<file path="config.mk">
export PLATFORM = sky130hd
export DESIGN_NAME = bytea_escape_decoder
export DESIGN_NICKNAME = d
export VERILOG_FILES = /design/src/rtl/core/bed_pkg.sv /design/src/rtl/core/bed_front.sv /design/src/rtl/core/bed_queue.sv /design/src/rtl/core/bed_back.sv /design/src/rtl/core/bytea_escape_decoder.sv
export VERILOG_INCLUDE_DIRS = /design/src /design/src/rtl/core
export SDC_FILE = /design/constraint.sdc
export NUM_CORES = 1
export LEC_CHECK = 0
export BUFFER_PORTS_ARGS = -buffer_cell sky130_fd_sc_hd__buf_2
export CORE_ASPECT_RATIO = 1.4
export CORE_MARGIN = 1.5
export CORE_UTILIZATION = 52
export DETAILED_ROUTE_END_ITERATION = 8
export MAX_ROUTING_LAYER = met4
export PLACE_DENSITY = 0.68
export SLEW_MARGIN = 20
export SYNTH_ARGS = -nofsm -noshare
export SYNTH_HDL_FRONTEND = slang
export SYNTH_HIERARCHICAL = 1
export SYNTH_SLANG_ARGS = --single-unit
</file>
<file path="constraint.sdc">
create_clock -name clk -period 3.47 [get_ports clk]
set_input_delay 0 -clock clk [delete_from_list [all_inputs] [get_ports clk]]
set_output_delay 0 -clock clk [all_outputs]
set_load 0.005 [all_outputs]
</file>
<file path="src/rtl/core/bytea_escape_decoder_assert.svh">
`ifndef BYTEA_ESCAPE_DECODER_ASSERT_SVH
`define BYTEA_ESCAPE_DECODER_ASSERT_SVH

// same-cycle implication, disabled in reset
`define BED_ASSERT_IMPL(name, c, r, ante, cons) \
  name: assert property (@(posedge c) disable iff (!r) (ante) |-> (cons)) \
    else $error("bed: assertion failed");

// next-cycle implication, disabled in reset
`define BED_ASSERT_NEXT(name, c, r, ante, cons) \
  name: assert property (@(posedge c) disable iff (!r) (ante) |=> (cons)) \
    else $error("bed: assertion failed");

`endif

</file>
<file path="src/rtl/core/bed_pkg.sv">
package bed_pkg;

  localparam logic [7:0] CHR_BACKSLASH = 8'h5C;
  localparam logic [7:0] CHR_QUOTE     = 8'h27;
  localparam logic [7:0] CHR_ZERO      = 8'h30;
  localparam logic [7:0] CHR_NINE      = 8'h39;

  typedef struct packed {
    logic [7:0] in_char;
    logic       in_last;
  } in_item_t;

  typedef struct packed {
    logic [7:0] out_byte;
    logic       out_last;
  } out_item_t;

  typedef enum logic [1:0] {
    PH_PLAIN = 2'd0,
    PH_BS    = 2'd1,
    PH_D1    = 2'd2,
    PH_D2    = 2'd3
  } phase_t;

  // one decoded request: up to four bytes, in order from data[0]
  typedef struct packed {
    logic [3:0][7:0] data;
    logic [2:0]      cnt;
    logic            last;
  } req_t;

  // octal read that stops at the first digit 8 or 9
  function automatic logic [7:0] octal_read(input logic [3:0] d1, input logic [3:0] d2,
                                            input logic [3:0] d3);
    logic [7:0] v;
    begin
      if (d1 > 4'd7) begin
        v = 8'd0;
      end else if (d2 > 4'd7) begin
        v = {5'd0, d1[2:0]};
      end else if (d3 > 4'd7) begin
        v = {2'd0, d1[2:0], d2[2:0]};
      end else begin
        v = {d1[1:0], d2[2:0], d3[2:0]};
      end
      return v;
    end
  endfunction

endpackage

</file>
<file path="src/rtl/core/bed_front.sv">
`include "bytea_escape_decoder_assert.svh"

module bed_front (
  input  logic              clk,
  input  logic              rst_n,
  input  logic              in_push,
  input  bed_pkg::in_item_t in_data,
  input  logic              q_full,
  output logic              q_wr,
  output bed_pkg::req_t     q_wr_req
);

  bed_pkg::phase_t phase_r, phase_nxt;
  logic [3:0]      d1_r, d1_nxt;
  logic [3:0]      d2_r, d2_nxt;
  logic            accept;
  logic            is_dig;
  logic [3:0]      dval;
  logic [7:0]      c;
  logic [7:0]      d1_chr, d2_chr;
  bed_pkg::req_t   req;

  assign accept = in_push && !q_full;
  assign c      = in_data.in_char;
  assign is_dig = (c >= bed_pkg::CHR_ZERO) && (c <= bed_pkg::CHR_NINE);
  assign dval   = 4'(c - bed_pkg::CHR_ZERO);
  assign d1_chr = bed_pkg::CHR_ZERO + {4'd0, d1_r};
  assign d2_chr = bed_pkg::CHR_ZERO + {4'd0, d2_r};

  always_ff @(posedge clk) begin
    if (!rst_n) begin
      phase_r <= bed_pkg::PH_PLAIN;
      d1_r    <= 4'd0;
      d2_r    <= 4'd0;
    end else if (accept) begin
      phase_r <= phase_nxt;
      d1_r    <= d1_nxt;
      d2_r    <= d2_nxt;
    end
  end

  always_comb begin
    phase_nxt = phase_r;
    d1_nxt    = d1_r;
    d2_nxt    = d2_r;
    req       = '0;
    case (phase_r)
      bed_pkg::PH_PLAIN: begin
        if (c == bed_pkg::CHR_BACKSLASH) begin
          phase_nxt = bed_pkg::PH_BS;
        end else begin
          req.data[0] = c;
          req.cnt     = 3'd1;
        end
      end
      bed_pkg::PH_BS: begin
        if (c == bed_pkg::CHR_QUOTE || c == bed_pkg::CHR_BACKSLASH) begin
          req.data[0] = c;
          req.cnt     = 3'd1;
          phase_nxt   = bed_pkg::PH_PLAIN;
        end else if (is_dig) begin
          d1_nxt    = dval;
          phase_nxt = bed_pkg::PH_D1;
        end else begin
          req.data[0] = bed_pkg::CHR_BACKSLASH;
          req.data[1] = c;
          req.cnt     = 3'd2;
          phase_nxt   = bed_pkg::PH_PLAIN;
        end
      end
      bed_pkg::PH_D1: begin
        if (is_dig) begin
          d2_nxt    = dval;
          phase_nxt = bed_pkg::PH_D2;
        end else begin
          req.data[0] = bed_pkg::CHR_BACKSLASH;
          req.data[1] = d1_chr;
          req.data[2] = c;
          req.cnt     = 3'd3;
          phase_nxt   = bed_pkg::PH_PLAIN;
        end
      end
      bed_pkg::PH_D2: begin
        if (is_dig) begin
          req.data[0] = bed_pkg::octal_read(d1_r, d2_r, dval);
          req.cnt     = 3'd1;
        end else begin
          req.data[0] = bed_pkg::CHR_BACKSLASH;
          req.data[1] = d1_chr;
          req.data[2] = d2_chr;
          req.data[3] = c;
          req.cnt     = 3'd4;
        end
        phase_nxt = bed_pkg::PH_PLAIN;
      end
      default: begin
        phase_nxt = bed_pkg::PH_PLAIN;
      end
    endcase

    // a held escape means nothing was emitted this step, so flush from slot 0
    if (in_data.in_last) begin
      case (phase_nxt)
        bed_pkg::PH_BS: begin
          req.data[0] = bed_pkg::CHR_BACKSLASH;
          req.cnt     = 3'd1;
        end
        bed_pkg::PH_D1: begin
          req.data[0] = bed_pkg::CHR_BACKSLASH;
          req.data[1] = bed_pkg::CHR_ZERO + {4'd0, d1_nxt};
          req.cnt     = 3'd2;
        end
        bed_pkg::PH_D2: begin
          req.data[0] = bed_pkg::CHR_BACKSLASH;
          req.data[1] = bed_pkg::CHR_ZERO + {4'd0, d1_nxt};
          req.data[2] = bed_pkg::CHR_ZERO + {4'd0, d2_nxt};
          req.cnt     = 3'd3;
        end
        default: begin
        end
      endcase
      req.last  = 1'b1;
      phase_nxt = bed_pkg::PH_PLAIN;
    end

    if (phase_nxt == bed_pkg::PH_PLAIN) begin
      d1_nxt = 4'd0;
      d2_nxt = 4'd0;
    end
  end

  assign q_wr     = accept && (req.cnt != 3'd0);
  assign q_wr_req = req;

  `BED_ASSERT_NEXT(a_last_clears_phase, clk, rst_n, accept && in_data.in_last,
                   phase_r == bed_pkg::PH_PLAIN && d1_r == 4'd0 && d2_r == 4'd0)
  `BED_ASSERT_IMPL(a_last_emits, clk, rst_n, accept && in_data.in_last, q_wr)

endmodule

</file>
<file path="src/rtl/core/bed_queue.sv">
`include "bytea_escape_decoder_assert.svh"

module bed_queue #(
  parameter int DEPTH = 4
) (
  input  logic          clk,
  input  logic          rst_n,
  input  logic          wr,
  input  bed_pkg::req_t wr_req,
  output logic          full,
  input  logic          rd,
  output logic          rd_valid,
  output bed_pkg::req_t rd_req
);

  localparam int PtrW = (DEPTH > 1) ? $clog2(DEPTH) : 1;
  localparam int CntW = $clog2(DEPTH + 1);

  bed_pkg::req_t   mem_r [DEPTH];
  logic [PtrW-1:0] wr_ptr_r, wr_ptr_nxt;
  logic [PtrW-1:0] rd_ptr_r, rd_ptr_nxt;
  logic [CntW-1:0] cnt_r, cnt_nxt;
  logic            do_wr, do_rd;

  assign full     = (cnt_r == CntW'(DEPTH));
  assign rd_valid = (cnt_r != '0);
  assign rd_req   = mem_r[rd_ptr_r];
  assign do_wr    = wr && !full;
  assign do_rd    = rd && rd_valid;

  always_comb begin
    wr_ptr_nxt = wr_ptr_r;
    rd_ptr_nxt = rd_ptr_r;
    cnt_nxt    = cnt_r;
    if (do_wr) begin
      wr_ptr_nxt = (wr_ptr_r == PtrW'(DEPTH - 1)) ? '0 : wr_ptr_r + 1'b1;
    end
    if (do_rd) begin
      rd_ptr_nxt = (rd_ptr_r == PtrW'(DEPTH - 1)) ? '0 : rd_ptr_r + 1'b1;
    end
    if (do_wr && !do_rd) begin
      cnt_nxt = cnt_r + 1'b1;
    end else if (do_rd && !do_wr) begin
      cnt_nxt = cnt_r - 1'b1;
    end
  end

  always_ff @(posedge clk) begin
    if (!rst_n) begin
      wr_ptr_r <= '0;
      rd_ptr_r <= '0;
      cnt_r    <= '0;
    end else begin
      wr_ptr_r <= wr_ptr_nxt;
      rd_ptr_r <= rd_ptr_nxt;
      cnt_r    <= cnt_nxt;
    end
  end

  always_ff @(posedge clk) begin
    if (do_wr) begin
      mem_r[wr_ptr_r] <= wr_req;
    end
  end

  `BED_ASSERT_IMPL(a_no_overflow, clk, rst_n, wr, !full)

endmodule

</file>
<file path="src/rtl/core/bed_back.sv">
`include "bytea_escape_decoder_assert.svh"

module bed_back (
  input  logic                clk,
  input  logic                rst_n,
  input  logic                head_valid,
  input  bed_pkg::req_t       head,
  output logic                head_pop,
  output logic                out_empty,
  input  logic                out_pop,
  output bed_pkg::out_item_t  out_data
);

  logic               ov_r;
  bed_pkg::out_item_t out_r;
  logic [1:0]         idx_r;
  logic               advance;
  logic               final_byte;

  assign advance    = head_valid && (!ov_r || out_pop);
  assign final_byte = ({1'b0, idx_r} + 3'd1) == head.cnt;
  assign head_pop   = advance && final_byte;

  always_ff @(posedge clk) begin
    if (!rst_n) begin
      ov_r  <= 1'b0;
      idx_r <= 2'd0;
    end else if (advance) begin
      ov_r  <= 1'b1;
      idx_r <= final_byte ? 2'd0 : idx_r + 2'd1;
    end else if (out_pop) begin
      ov_r <= 1'b0;
    end
  end

  always_ff @(posedge clk) begin
    if (advance) begin
      out_r.out_byte <= head.data[idx_r];
      out_r.out_last <= head.last && final_byte;
    end
  end

  assign out_empty = !ov_r;
  assign out_data  = out_r;

  `BED_ASSERT_IMPL(a_head_nonempty, clk, rst_n, head_valid, head.cnt != 3'd0)
  `BED_ASSERT_IMPL(a_idx_in_range, clk, rst_n, head_valid, {1'b0, idx_r} < head.cnt)

endmodule

</file>
<file path="src/rtl/core/bytea_escape_decoder.sv">
// channel  dir  handshake            payload
// in_      in   in_push / in_full    bed_pkg::in_item_t  (in_char, in_last)
// out_     out  out_pop / out_empty  bed_pkg::out_item_t (out_byte, out_last)
//
// One character accepted per cycle while the request queue has room.
// Each character yields zero to four bytes; the back end sends one byte per cycle
// while the output register is empty or being popped.
// The first byte passes through the request queue and then the output register.
// Reset is synchronous, active low; it clears the queue and escape state.
// A stalled output fills the queue (QUEUE_DEPTH requests), then in_full rises.
module bytea_escape_decoder #(
  parameter int QUEUE_DEPTH = 4
) (
  input  logic               clk,
  input  logic               rst_n,
  input  logic               in_push,
  output logic               in_full,
  input  bed_pkg::in_item_t  in_data,
  output logic               out_empty,
  input  logic               out_pop,
  output bed_pkg::out_item_t out_data
);

  logic          q_wr;
  bed_pkg::req_t q_wr_req;
  logic          q_full;
  logic          q_rd;
  logic          q_valid;
  bed_pkg::req_t q_head;

  assign in_full = q_full;

  bed_front u_front (
    .clk      (clk),
    .rst_n    (rst_n),
    .in_push  (in_push),
    .in_data  (in_data),
    .q_full   (q_full),
    .q_wr     (q_wr),
    .q_wr_req (q_wr_req)
  );

  bed_queue #(
    .DEPTH (QUEUE_DEPTH)
  ) u_queue (
    .clk      (clk),
    .rst_n    (rst_n),
    .wr       (q_wr),
    .wr_req   (q_wr_req),
    .full     (q_full),
    .rd       (q_rd),
    .rd_valid (q_valid),
    .rd_req   (q_head)
  );

  bed_back u_back (
    .clk        (clk),
    .rst_n      (rst_n),
    .head_valid (q_valid),
    .head       (q_head),
    .head_pop   (q_rd),
    .out_empty  (out_empty),
    .out_pop    (out_pop),
    .out_data   (out_data)
  );

endmodule
</file>
Yosys cells after proc, flatten, opt, wreduce, memory -nomap -nowiden
Memory sizes are Yosys's and may differ from the RTL's. A register that Yosys moved wholly into a read port is not among the register bits.
Index checks and enable logic that the tools add are counted.

cells by class
  $add $sub $neg = 11
  $lt $le $gt $ge = 6
  equality and inequality tests = 12
  multiplexer cells = 44
  reductions and logical operators = 23

operator list
  kind                   number
  $mux W8                8
  $pmux W11 S4           1
  $mux W11               3
  $pmux W11 S3           1
  $add A6 B4 Y7 const A  4
  $mux W28               1
  $mux W4                7
  $mux W27               1
  $mux W24               1
  $pmux W8 S3            1
  $mux W2                10
  $mux W19               1
  $bmux W8 S2            1
  $pmux W8 S2            1
  $eq A2 B2 Y1 const B   6
  $gt A4 B3 Y1 const B   3
  $logic_and A1 B1 Y1    10
  $eq A8 B6 Y1 const B   1
  $eq A8 B7 Y1 const B   1
  $ge A8 B6 Y1 const B   1
  $le A8 B6 Y1 const B   1
  $pmux W2 S4            1
  $add A2 B1 Y2 const B  3
  $mux W3                2
  other kinds (15)       26

word-level totals
  flip-flop bits (word level) = 29
  RAM bits = 144
  input port bits = 13
  output and inout bits = 11
  logic and storage cells = 107
  memories kept = 1

memory list
  memory         words  bits a word  rd ports  clocked after Yosys merged registers in  wr ports  RTL line         RTL
  u_queue.mem_r  4      36           1         1                                        1         bed_queue.sv:19  bed_pkg::req_t mem_r [DEPTH];

Depth between registers and ports, before layout
Gate-level depths: netlist of run 1.

  depth after elaboration = 16
  gate-level depth with buffers = 14
  gate-level depth less buffers = 12

By module
Netlist of run 1, hierarchy kept.

modules (own cells, without submodules)
  module     times used  cells an instance  area each (um2)  sequential area each (um2)
  bed_queue  1           239                5730.5           4504.3
  bed_front  1           163                1182.4           200.2
  bed_back   1           40                 649.4            330.3

Worst setup path after synthesis of run 1
No wires, ideal clock.

  path type = register -> register
  start = reg (tool-made name)
  end = reg u_queue.cnt_r[2]
  setup time = 0.076 ns
  arrival = 2.882 ns
  required time = 3.394 ns
  path slack = 0.513 ns
  stages on the path, launching flop included = 13
  buffers on the path = 1
  clock period less this slack = 2.957 ns
  cells stage by stage = dfxtp_1 buf_6 mux4_1 xnor2_1 nor3_2 and2_1 o31ai_1 ha_1 inv_1 fa_1 xor2_1 or3_1 a21boi_0

RTL lines
  element                 RTL line         RTL
  end signal: assignment  bed_queue.sv:56  cnt_r <= cnt_nxt;
  end: declaration        bed_queue.sv:22  logic [CntW-1:0] cnt_r, cnt_nxt;

==> impl_results.md, run 1 <==
- Status: completed
- H-Tree Depth: 4
- Pwr Density: 679 nW/um^2
- # DRC: 0
- Reg2reg end: u_queue/cnt_r[2]$_SDFFE_PN0P_
- Critical Path Sink Type: flip-flop
- Dpl ws: approximately 0.36 ns
- Max VDD drop: 0.374 mV
- RSZ-0062 raised after global routing: false
- CTS root buffer: clkbuf_16
- Share of layout cells above drive strength 1: 0.243
- Die Ht: 146 um
- Worst Hold Depth: 3
- Post-synth EDFFs: between 150 and 200
- FF+latch count, synth: 175
- Layout Utilization: 0.593
- Fin crit share: 0.906
- Setup CP Type: reg -> reg
- Clock sinks: 175
- Setup_tns: 0 ns
- Total routed wirelength: 15800 um
- Die area: 15300 um^2
- Final setup violation count: 0
- Startpoint of the lowest-slack hold path: rst_n
- Cts bufs inserted: 17
- Final Hold Viols: 0
- WL/cell: 23.2 um
- Initial DRC count: 331
- Worst skew pair latency: ~0.42 ns
- Initial core utilization: 0.528
- CP max stage delay: 0.62 ns
- WP depth: 11
- CORE AREA: 14300 um^2
- Met2 wire len: 8450 um
- Worst hold-check path type: in -> reg
- CP arrival: 3.49 ns
- Antenna violations before repair: 0
- Pin count of the biggest net entering global routing: 37
- Worst Hold Path EP: u_queue/wr_ptr_r[0]$_SDFFE_PN0P_
- Detailed-placement wirelength estimate: 9880 um
- Area Growth Syn to Fin: 12.3%
- Core Rows: 52
- Number of iterations in the first detailed-routing pass: 5
- Buf/Inv on CP: 1
- CP most frequent cell: xor2_1
- Lkg Pwr: 0.00286 uW
- Max frequency: 318 MHz
- Total GRT Usage: 0.228
- Commonest non-fill, non-tap cells in the layout: 153 x edfxtp_1, 38 x mux4_2, 23 x buf_2
- Cell Area, Synth: roughly 7600 um^2
- Worst path slowest cell: mux4_1
- Count of cell types in the netlist: 54
- Placed Area: 7860 um^2
- Gpl congestion: 0.976
- R2R setup slack: 0.32 ns
- Post_cts resized: 0
- Slew headroom: 0.294
- Max Cap Violations: 0
- Worst-margin pin slew: approximately 1.1 ns
- CTS tree: built
- Clock buffer depth: 2
- Syn Area/Cell: 17.1 um^2
- CP max FO: 5
- Register area share after synthesis: 0.666
- DR top layer: met4
- Synth warnings: 6
- Crit path max-delay family: adder cells
- FF-to-FF path depth: 11
- Fin. max-slew vios: 0
- Crit path cell chain: mux4_1 > xor2_1 > nor3_2 > and2_1 > o31ai_1 > ha_1 > inv_1 > fa_1 > xor2_1 > or3_1 > a21boi_0
- Die width: 105 um
- Setup slack after layout: 0.325 ns
- Clk slew on worst S/H paths: 0.07 ns
- Routed vias/inst: roughly 6
- PortBufs: 23
- Fin nets: ~500
- Clock period minus final worst setup slack: 3.15 ns
- GR Overflow Total: 0
- FFs w/ async S/R, synth: 0
- Startpoint Class: flip-flop
- Top Ports: 24
- Met3 WL: 608 um
- Synth Instances: 442
- Post-route ant nets: 0
- CP required: 3.81 ns
- First-pass GRT wire length: 24800 um
- Vias in the first global route: roughly 4400
- Post-synth net total: 463
- Antenna diode count: 0
- Commonest non-fill, non-tap cell in the layout: edfxtp_1
- DRT met1 WL: 6300 um
- Clk_skew: approximately 0.012 ns
- Final instance area: around 8500 um^2
- Main synth FF type: edfxtp_1
- Vias: 4134
[final cells by class]
type | instances | area [um^2]
fillers | 1136 | 5820
flip-flops and latches | 175 | 5040
multi-input cells | 235 | 2330
clock buffers | 19 | 433
repair buffers | 45 | 295
well taps | 189 | 236
clock inverters | 12 | 134
inverters | 7 | 26.3
[through the flow]
step                std cells  hold slack, ns  total power [uW]
finish                    682          0.0159              5770
global route              682          0.0449              6010
CTS                       682         0.00621              5840
detailed placement        645           0.354              4000
global placement          645           0.341              3960
floorplan                 442           0.131              3660
[flip-flops by register name, summed over array words and instances (netlist names), named ones only]
register	flops
u_queue/mem_r	144
u_back/out_data	9
u_front/d1_r	4
u_front/d2_r	4
u_queue/cnt_r	3
u_back/idx_r	2
u_front/phase_r	2
u_queue/rd_ptr_r	2
u_queue/wr_ptr_r	2
u_back/ov_r	1
[where the power goes]
part	switching, uW	internal (uW)	total, uW
registers	103	2680	2780
clock network	779	1060	1840
logic	594	554	1150
[worst register-to-register path: stages, from the launching register on]
cell and delay, ns:
dfxtp_2 0.39, mux4_1 0.62, xor2_1 0.20, nor3_2 0.08
and2_1 0.17, o31ai_1 0.16, ha_1 0.30, inv_1 0.07
fa_1 0.43, xor2_1 0.17, or3_1 0.31, a21boi_0 0.18
[how the worst max path moves through the flow]
stage	from	end	slack [ns]
floorplan	flip-flop	u_queue/cnt_r[2]$_SDFFE_PN0P_	0.51
global placement	flip-flop	u_queue/cnt_r[2]$_SDFFE_PN0P_	0.47
detailed placement	flip-flop	u_queue/cnt_r[2]$_SDFFE_PN0P_	0.36
CTS	flip-flop	u_queue/cnt_r[2]$_SDFFE_PN0P_	0.33
global route	flip-flop	u_queue/cnt_r[2]$_SDFFE_PN0P_	0.19
finish	flip-flop	u_queue/cnt_r[2]$_SDFFE_PN0P_	0.32
[cells by family after synthesis]
logic type / synth area share
xor gates and xnor gates: 0.00579
and+or+nand+nor: 0.0822
buffers and inverters: 0.0270
DFF: 0.666
muxes: 0.145
AOI/OAI and AO/OA: 0.0604
adders and majority gates: 0.0142
[timing repair]
action                                 4_1_cts  5_1_grt
hold buffers                                 6        0
endpoints found under the hold margin       11        0
setup buffers                                0        0
[synth_stat cells (all sizes together) (7+ instances only)]
library cell,count,share of area
edfxtp,153,0.61
mux4,44,0.13
dfxtp,22,0.058
nor2,22,0.011
nand2,21,0.010
and2,17,0.014
buf,14,0.018
o21ai,13,0.0086
clkbuf,11,0.0056
nand3,10,0.0066
a21oi,9,0.0060
a22o,8,0.0093
mux2i,8,0.011
ha,7,0.012
inv,7,0.0035
nor3,7,0.0060
[metal layers]
layer,up-vias,track usage
met5,-,-
met4,0,0.0877
met3,31,0.0461
met2,116,0.387
met1,2136,0.267
li1,1851,-
No activity file was read; power rests on OpenSTA's default activity.
==> run 2: changes to the inputs <==
--- a/config.mk
+++ b/config.mk
@@ -6,13 +6,14 @@
 export SDC_FILE = /design/constraint.sdc
 export NUM_CORES = 1
 export LEC_CHECK = 0
+export ABC_AREA = 1
 export BUFFER_PORTS_ARGS = -buffer_cell sky130_fd_sc_hd__buf_2
 export CORE_ASPECT_RATIO = 1.4
 export CORE_MARGIN = 1.5
 export CORE_UTILIZATION = 52
 export DETAILED_ROUTE_END_ITERATION = 8
 export MAX_ROUTING_LAYER = met4
-export PLACE_DENSITY = 0.68
+export PLACE_DENSITY = 0.67
 export SLEW_MARGIN = 20
 export SYNTH_ARGS = -nofsm -noshare
 export SYNTH_HDL_FRONTEND = slang
==> run 2 against run 1 <==
Compared with the run above: count of clock-buffer cells in the layout down 2; wire length up 24%; final cell count up 45%; via count up 40%; first-iteration DRC count up 50%; critical path type unchanged; sequential share of layout area down 1.8 points; clock power up 2%; core utilization down 0.64 points; hold slack better by 0.053 ns; critical path depth up 6; global-route usage up 3.5 points; power up 15%.
==> impl_results.md, run 2 <==
- Antenna violations before repair: 0 (unchanged)
- First-pass GRT wire length: 30100 um (+21%)
- Worst Hold Path EP: u_queue/mem_r[2][12]$_DFFE_PP_
- Ranking of synthesized cells by area: edfxtp_1 58%, nor2_1 6.9%, dfxtp_1 5.6%
- Worst r2r src: u_queue/cnt_r[0]$_SDFFE_PN0P_
- Commonest non-fill, non-tap cells in the layout: 153 x edfxtp_1, 140 x nor2_1, 104 x nand2_1
- Final setup violation count: 0 (unchanged)
- Clock buffer depth: 2 (unchanged)
- Initial DRC count: 495 (+50%)
- Detailed-placement wirelength estimate: 13100 um (+33%)
- Critical Path Sink Type: flip-flop
- Vias in the first global route: 5609 (+27%)
- CORE AREA: 14900 um^2 (+4.2%)
- DR top layer: met4
- CP required: 3.79 ns (-0.02 ns)
- # DRC: 0 (unchanged)
- Syn Area/Cell: 10.4 um^2 (-39%)
- Commonest non-fill, non-tap cell in the layout: edfxtp_1
- Startpoint of the lowest-slack hold path: in_data[1]
- Post_cts resized: 0 (unchanged)
- Max VDD drop: 0.341 mV (-8.9%)
- Status: completed
- Fin. max-slew vios: 0 (unchanged)
- Setup CP Type: reg -> reg
- Core Rows: 53 (+1.9%)
- Register area share after synthesis: 0.639 (-0.0269)
- Setup slack after layout: 0.605 ns (+0.280 ns)
- Die width: 107 um (+2.0%)
- Setup_tns: 0 ns (unchanged)
- CP arrival: 3.18 ns (-0.31 ns)
- Fin nets: 807 (+61%)
- CP max FO: 9 (+4)
- WL/cell: 19.8 um (-15%)
- FFs w/ async S/R, synth: 0 (unchanged)
- RSZ-0062 raised after global routing: false
- Antenna diode count: 0 (unchanged)
- FF-to-FF path depth: 17 (+6)
- Critical path startpoint: u_queue/cnt_r[0]$_SDFFE_PN0P_
- GR Overflow Total: 0 (unchanged)
- Clk slew on worst S/H paths: 0.07 ns (about the same)
- Slew headroom: 0.501 (+0.207)
- PortBufs: 23 (unchanged)
- R2R setup slack: 0.61 ns (+0.28 ns)
- Die Ht: 149 um (+2.0%)
- Worst skew pair latency: 0.42 ns (about the same)
- Main synth FF type: edfxtp_1
- Max reg flops: 144 (unchanged)
- Area leader, netlist: edfxtp_1
- Gpl congestion: 0.997 (+2.1%)
- Pin count of the biggest net entering global routing: 44 (+19%)
- Lkg Pwr: 0.00327 uW (+14%)
- Cts bufs inserted: 17 (unchanged)
- Vias: 5790 (+40%)
- Area Growth Syn to Fin: 11.1%
- Cell Area, Synth: 7880 um^2 (+4.2%)
- Synth warnings: 6 (unchanged)
- Synth Instances: 758 (+71%)
- Pwr Density: 759 nW/um^2 (+12%)
- Reg2reg end: u_queue/cnt_r[2]$_SDFFE_PN0P_
- Final Hold Viols: 0 (unchanged)
- CTS root buffer: clkbuf_16
- Die area: 15900 um^2 (+4.1%)
- Fin crit share: 0.826 (-0.0808)
- Top Ports: 24 (unchanged)
- Met3 WL: 1170 um (+93%)
- Post-synth net total: 779 (+68%)
- H-Tree Depth: 4 (unchanged)
- Synth top cells by count: 153 x edfxtp_1, 144 x nor2_1, 104 x nand2_1, 64 x o21ai_1, 52 x inv_1
- Met2 wire len: 9840 um (+16%)
- Most frequent cell after synthesis: edfxtp_1
- Max Cap Violations: 0 (unchanged)
- Startpoint Class: flip-flop
- Share of layout cells above drive strength 1: 0.125 (-0.118)
- Clock sinks: 175 (unchanged)
- Routed vias/inst: 5.85 (-3.5%)
- FF+latch count, synth: 175 (unchanged)
- Total routed wirelength: 19600 um (+24%)
- WHS: 0.0686 ns (+0.0527 ns)
- Dpl ws: 0.640 ns (+0.282 ns)
- Total GRT Usage: 0.263 (+0.0352)
- Largest Register: u_queue/mem_r
- PnR Total Power: 6640 uW (+15%)
- Max frequency: 349 MHz (+9.8%)
- Worst hold-check path type: in -> reg
- Count of cell types in the netlist: 36 (-33%)
- Initial core utilization: 0.528 (about the same)
- DRT met1 WL: 7590 um (+20%)
- Worst Hold Depth: 3 (unchanged)
- Clock period minus final worst setup slack: 2.86 ns (-0.280 ns)
- Post-synth EDFFs: 153 (unchanged)
- Number of iterations in the first detailed-routing pass: 5 (unchanged)
- Clk_skew: 0.0141 ns (+0.00256 ns)
- Yosys top cell area share: 0.583 (-0.0245)
- Worst-margin pin slew: 0.741 ns (-0.318 ns)
- CTS tree: built
- Post-route ant nets: 0 (unchanged)
- Filler cell count: 1249 (+9.9%)
==> run 2: changes by cell type in the layout (fill, tap and decap cells not counted), moves of 7 or more <==
cell     change
nand2_2      +8
nand3_1     +16
inv_1       +45
a22o_1       -8
mux2i_1      -8
o21ai_0     +37
mux4_2      -38
o22ai_1     +41
nand2_1     +83
a21oi_1      +7
o21ai_1     +64
nor2_4       +7
nor2_1     +118
and2_1      -13
==> run 2: logic make-up after synthesis <==
family                     Yosys count  synth area share
xor gates and xnor gates             1           0.00111
buffers and inverters               92            0.0611
DFF                                175             0.639
adders and majority gates            8            0.0137
and+or+nand+nor                    297             0.157
AOI/OAI and AO/OA                  185             0.128
==> run 2: repair_timing <==
action / CTS / global route
setup buffers: 0 / 0
endpoints found under the hold margin: 16 / 0
hold buffers: 2 / 0
==> run 2: critical path, cell delays in order, from the launching register on <==
cell,delay (ns)
dfxtp_1,0.38
nor2_1,0.07
nand2_1,0.13
inv_1,0.07
nor2_1,0.15
clkinv_1,0.29
nor2_1,0.30
nand2_2,0.22
inv_1,0.10
ha_1,0.17
inv_1,0.07
fa_1,0.43
inv_1,0.06
nand2_1,0.07
nand3_1,0.10
nand2_1,0.05
inv_1,0.05
nor2_1,0.04
==> run 2: how the worst max path moves through the flow <==
stage               slack, ns                            end
global route             0.40  u_queue/cnt_r[2]$_SDFFE_PN0P_
finish                   0.61  u_queue/cnt_r[2]$_SDFFE_PN0P_
CTS                      0.62  u_queue/cnt_r[2]$_SDFFE_PN0P_
global placement         0.74  u_queue/cnt_r[2]$_SDFFE_PN0P_
floorplan                0.18  u_queue/mem_r[0][0]$_DFFE_PP_
detailed placement       0.64  u_queue/cnt_r[2]$_SDFFE_PN0P_
==> run 2: final cells by class <==
type                    instances  area, um^2  area share
flip-flops and latches        175        5040       0.575
multi-input cells             491        2390       0.273
clock buffers                  17         425      0.0486
inverters                      62         248      0.0283
repair buffers                 39         240      0.0274
well taps                     192         240      0.0274
clock inverters                14         170      0.0194
==> run 2: power breakdown <==
group,internal (uW),leakage (uW),switching [uW],total [uW]
Combinational,558,0.00136,1300,1860
Clock,1030,0.000289,851,1880
Sequential,2770,0.00161,135,2910
==> run 2: stage by stage <==
step	cell area, um^2	cells	utilization
2_1_floorplan	7880	758	-
5_1_grt	8750	990	0.587
3_3_place_gp	8140	957	0.545
3_5_place_dp	8140	957	0.545
6_report	8750	990	0.587
4_1_cts	8750	990	0.587
==> run 2: layer usage <==
layer	global-route usage	vias up
met5	-	-
met4	0.153	0
met3	0.0434	73
met2	0.423	266
met1	0.311	2737
li1	-	2714
